--- src/sv/ple_pkg.sv ---
`default_nettype none

package ple_pkg;

  localparam logic [1:0] OP_INSERT = 2'd0;
  localparam logic [1:0] OP_REMOVE = 2'd1;
  localparam logic [1:0] OP_READ   = 2'd2;
  localparam logic [1:0] OP_FIND   = 2'd3;

  // Shift command broadcast to every cell of the row.
  typedef struct packed {
    logic ins;
    logic rem;
  } shift_t;

  // Control part of the lookup token that travels down the row.
  typedef struct packed {
    logic valid;
    logic hit;
  } scan_t;

endpackage

`default_nettype wire

--- src/sv/ple_cell.sv ---
`default_nettype none

module ple_cell #(
  parameter int DATA_WIDTH = 32,
  parameter int CW         = 7,
  parameter int AW         = 6,
  parameter int INDEX      = 0
) (
  input  wire                   clk,
  input  wire                   rst,
  input  ple_pkg::shift_t       shift,
  input  wire  [AW-1:0]         at,
  input  wire  [DATA_WIDTH-1:0] key,
  input  wire                   find,
  input  wire  [CW-1:0]         count,
  input  wire  [DATA_WIDTH-1:0] left,
  input  wire  [DATA_WIDTH-1:0] right,
  output logic [DATA_WIDTH-1:0] slot,
  input  ple_pkg::scan_t        scan_in,
  input  wire  [DATA_WIDTH-1:0] scan_val_in,
  input  wire  [CW-1:0]         scan_pos_in,
  output ple_pkg::scan_t        scan_out,
  output logic [DATA_WIDTH-1:0] scan_val_out,
  output logic [CW-1:0]         scan_pos_out
);

  logic [DATA_WIDTH-1:0] slot_next;
  logic                  here;
  logic                  above;
  logic                  mine;

  assign here  = (at == AW'(INDEX));
  assign above = (AW'(INDEX) > at);

  always_comb begin
    slot_next = slot;
    if (shift.ins) begin
      if (here) begin
        slot_next = key;
      end else if (above) begin
        slot_next = left;
      end
    end else if (shift.rem) begin
      if (here || above) begin
        slot_next = right;
      end
    end
  end

  always_ff @(posedge clk) begin
    slot <= slot_next;
  end

  // A find matches only inside the occupied part of the list.
  assign mine = find ? ((CW'(INDEX) < count) && (slot == key)) : here;

  always_ff @(posedge clk) begin
    if (rst) begin
      scan_out <= '0;
    end else begin
      scan_out.valid <= scan_in.valid;
      scan_out.hit   <= scan_in.hit | (scan_in.valid & mine);
    end
  end

  always_ff @(posedge clk) begin
    if (scan_in.hit) begin
      scan_val_out <= scan_val_in;
      scan_pos_out <= scan_pos_in;
    end else begin
      scan_val_out <= slot;
      scan_pos_out <= CW'(INDEX + 1);
    end
  end

endmodule

`default_nettype wire

--- config.mk ---
export PLATFORM = sky130hd
export DESIGN_NAME = ple_cell
export DESIGN_NICKNAME = d
export VERILOG_FILES = /design/src/sv/ple_pkg.sv /design/src/sv/ple_cell.sv
export SDC_FILE = /design/constraint.sdc
export NUM_CORES = 1
export LEC_CHECK = 0
export ABC_AREA = 1
export BUFFER_PORTS_ARGS = -buffer_cell sky130_fd_sc_hd__clkbuf_2
export CAP_MARGIN = 30
export CORE_MARGIN = 1.5
export CORE_UTILIZATION = 42
export CTS_CLUSTER_DIAMETER = 60
export DETAILED_ROUTE_END_ITERATION = 6
export GPL_ROUTABILITY_DRIVEN = 0
export GPL_TIMING_DRIVEN = 0
export PLACE_DENSITY_LB_ADDON = 0.25
export SKIP_CTS_REPAIR_TIMING = 1
export SLEW_MARGIN = 10
export SYNTH_ARGS = -nofsm -noshare
export SYNTH_HDL_FRONTEND = slang
export SYNTH_SLANG_ARGS = --single-unit
--- constraint.sdc ---
create_clock -name clk -period 3.5 [get_ports clk]
set_input_delay 0.7 -clock clk [delete_from_list [all_inputs] [get_ports clk]]
set_output_delay 0.7 -clock clk [all_outputs]
set_load 0.02 [all_outputs]
==> flow_metrics.env <==
export IMPL_crit_path_max_incr_delay_ns=0.43
export IMPL_p_seq_frac=0.474
export IMPL_finalSetupViolations=0
export IMPL_finalCriticalPeriod_ns=2.06
export IMPL_switching_power_uw=504
export IMPL_swShare=0.256
export IMPL_synth_fp_nets=593
export IMPL_highest_layer="met4"
export IMPL_maxSlewViolCount=0
export IMPL_numCtsBuffers=9
export IMPL_grt_usage=0.250
export IMPL_post_place_ws_ns=1.07
export IMPL_vias_per_cell=4.79
export IMPL_required_ns=3.55
export IMPL_routed_wl_um=11100
export IMPL_drv_cap=0
export IMPL_p_leak_uw=0.00259
export IMPL_worst_slew_pin_slew_ns=0.588
export IMPL_syn_area_um2=3490
export IMPL_yosysUniqueCellTypes=18
export IMPL_vdd_drop_max_v=0.000213
export IMPL_yosys_register_bits=73
export IMPL_nNetsFinal=830
export IMPL_path_cells="buf_2 -> clkbuf_1 -> nor2_1 -> nor2_4 -> buf_16"
export IMPL_ctsHtreeMaxLevel=3
export IMPL_numPortBuffers=225
export IMPL_worst_setup_path_end_kind="flop"
export IMPL_yosys_warnings=0
export IMPL_hpwl_um=8640
export IMPL_holdWs_ns=0.540
export IMPL_maxSlewHeadroom=0.608
export IMPL_cts_sinks=73
export IMPL_met1Wirelength_um=4450
export IMPL_netlist_area_leader_share=0.275
export IMPL_cts_tree="yes"
export IMPL_die_area_um2=8870
export IMPL_cp_top_family="buffers and inverters"
export IMPL_hold_viol=0
export IMPL_p_int_uw=1470
export IMPL_antenna_found_initial=0
export IMPL_floorplan_initialDensity=0.429
export IMPL_clk_pin_slew_worst_paths_ns=0.08
export IMPL_dr_total_vias=3757
export IMPL_rr_endpoint="scan_out[0]"
export IMPL_rows=33
export IMPL_hold_class="in -> reg"
export IMPL_worstSetupStartpoint="shift[1]"
export IMPL_ioPinCount=228
export IMPL_max_freq_mhz=485
export IMPL_cts_buffer_depth=2
export IMPL_cp_arrival_ns=2.11
export IMPL_ant_nets=0
export IMPL_n_antenna_cell=0
export IMPL_ys_seq_area_frac=0.510
export IMPL_fill_cells=785
export IMPL_grt_overflow=0
export IMPL_endpoint="slot[12]"
export IMPL_worstSetupPathDepth=5
export IMPL_postSynthCellCount=438
export IMPL_rr_worst_depth=9
export IMPL_die_y_um=94.2
export IMPL_drc=0
export IMPL_wl_per_cell_um=14.2
export IMPL_drt_iter0_drc=122
export IMPL_status="finished clean"
export IMPL_drt_first_pass_iters=4
export IMPL_crit_buf_inv=3
export IMPL_clk_insertion_delay_late_ns=0.35
export IMPL_start_kind="input port"
export IMPL_synth_area_per_cell_um2=7.97
export IMPL_grt_max_degree=23
export IMPL_wl_met2_um=5530
export IMPL_core_um2=8130
export IMPL_die_w_um=94.2
export IMPL_drive_gt1_frac=0.400
export IMPL_reg2reg_setup_slack_ns=2.16
export IMPL_finClkSkew_ns=0.00945
export IMPL_cts_root_buf="clkbuf_8"
export IMPL_area_delta_synth_final_pct=43.5
export IMPL_fin_util=0.616
export IMPL_p_per_area_nw_per_um2=393
export IMPL_reg2reg_from="slot[14]"
export IMPL_p_comb_frac=0.152
export IMPL_crit_slowest_cell="clkbuf_1"
export IMPL_synth_area_leader_cell="edfxtp_1"
export IMPL_path_max_fanout=22
export IMPL_fin_crit_sh=0.589
export IMPL_setup_ws_ns=1.44
export IMPL_grt_setup_unrepaired="no"
export IMPL_crit_type="in -> reg"
export IMPL_clkPwrFrac=0.374
export IMPL_synth_area_leaders="edfxtp_1 28%, dfxtp_1 24%, nand2_1 13%"
export IMPL_grt_pass1_vias=3615
export IMPL_grt_pass1_wl_um=16700
export IMPL_wl_met3_um=941
## metal layers
metal	vias to the layer above	global-route usage
li1	1871	-
met1	1680	0.282
met2	189	0.450
met3	17	0.0615
met4	0	0.0958
met5	-	0
## final cells by class
cell class | instances | area [µm²] | area share
buffer | 20 | 121 | 0.0242
clock buffer | 14 | 216 | 0.0432
clock inverter | 2 | 11.3 | 0.00225
inverter | 52 | 198 | 0.0395
multi-input combinational | 293 | 1400 | 0.279
sequential | 73 | 1780 | 0.356
tap | 105 | 131 | 0.0262
timing repair buffer | 226 | 1150 | 0.230
## power by group through the flow
stage	clock network [µW]	logic [µW]	registers, µW
after floorplan	0	105	992
after global placement	0	292	952
after detailed placement	0	300	952
after CTS	742	302	932
after global routing	776	330	935
final	736	300	932
## worst register-to-register path, cell delays in order (launching register included)
cell and delay [ns]:
edfxtp_1 0.44, xnor2_1 0.17, nand2_1 0.08, nor2_1 0.15, nand2_1 0.09, nor2_1 0.12, nand2_1 0.06, nand2_1 0.07
nand2_1 0.06, nand2_1 0.05
## synthesized netlist by cell type
cell / instances
buf_2: 9
inv_4: 1
nand3_1: 1
nand4_1: 6
clkbuf_2: 1
a21oi_1: 65
buf_6: 4
mux2_2: 13
dfxtp_1: 41
buf_4: 1
clkbuf_1: 5
o21ai_0: 19
edfxtp_1: 32
nand3_2: 1
nor2_1: 54
inv_1: 51
nand2_1: 121
xnor2_1: 13
## cells by family after synthesis
logic type | Yosys count | share of synthesized area
AND/OR/NAND/NOR | 183 | 0.203
AO/OA/AOI/OAI | 84 | 0.120
flip-flops | 73 | 0.510
buffers and inverters | 72 | 0.0914
XOR/XNOR | 13 | 0.0326
multiplexers | 13 | 0.0419
## worst min path at each step
stage	to	cells past startpoint	from	slack, ns
2_1_floorplan	scan_val_out[30]	2	slot[30]	0.68
3_3_place_gp	scan_val_out[22]	1	slot[22]	0.54
3_5_place_dp	scan_val_out[22]	1	slot[22]	0.55
4_1_cts	scan_pos_out[0]	3	scan_pos_in[0]	0.53
5_1_grt	scan_pos_out[0]	3	scan_pos_in[0]	0.53
6_report	scan_pos_out[0]	3	scan_pos_in[0]	0.54
## sequential cells by signal, indices dropped and copies added, names as in the netlist
signal	cells
scan_pos_out	7
scan_val_out	32
scan_out	2
slot	32
## cells in the final DEF (no fill, tap or decap)
| cell type | count |
|---|---|
| nor2_4 | 1 |
| clkbuf_16 | 3 |
| inv_1 | 51 |
| buf_2 | 9 |
| edfxtp_1 | 32 |
| clkbuf_1 | 6 |
| nand4_1 | 6 |
| nand2_1 | 121 |
| buf_4 | 1 |
| nor2_1 | 53 |
| clkinv_2 | 1 |
| a21oi_1 | 65 |
| inv_4 | 2 |
| xnor2_1 | 13 |
| dfxtp_1 | 41 |
| clkbuf_8 | 10 |
| nand3_2 | 1 |
| buf_6 | 4 |
| nand3_1 | 1 |
| clkbuf_2 | 226 |
| buf_16 | 1 |
| mux2_2 | 13 |
| o21ai_0 | 19 |
## through the flow
step	instances	TNS [ns]	total power (µW)	cell area, µm²
detailed placement	769	0	1250	4780
global route	785	0	2040	5010
global placement	768	-15.48	1240	4750
floorplan	438	0	1100	3490
finish	785	0	1970	5010
CTS	785	0	1980	5010
Power figures use the tool's default switching activity.
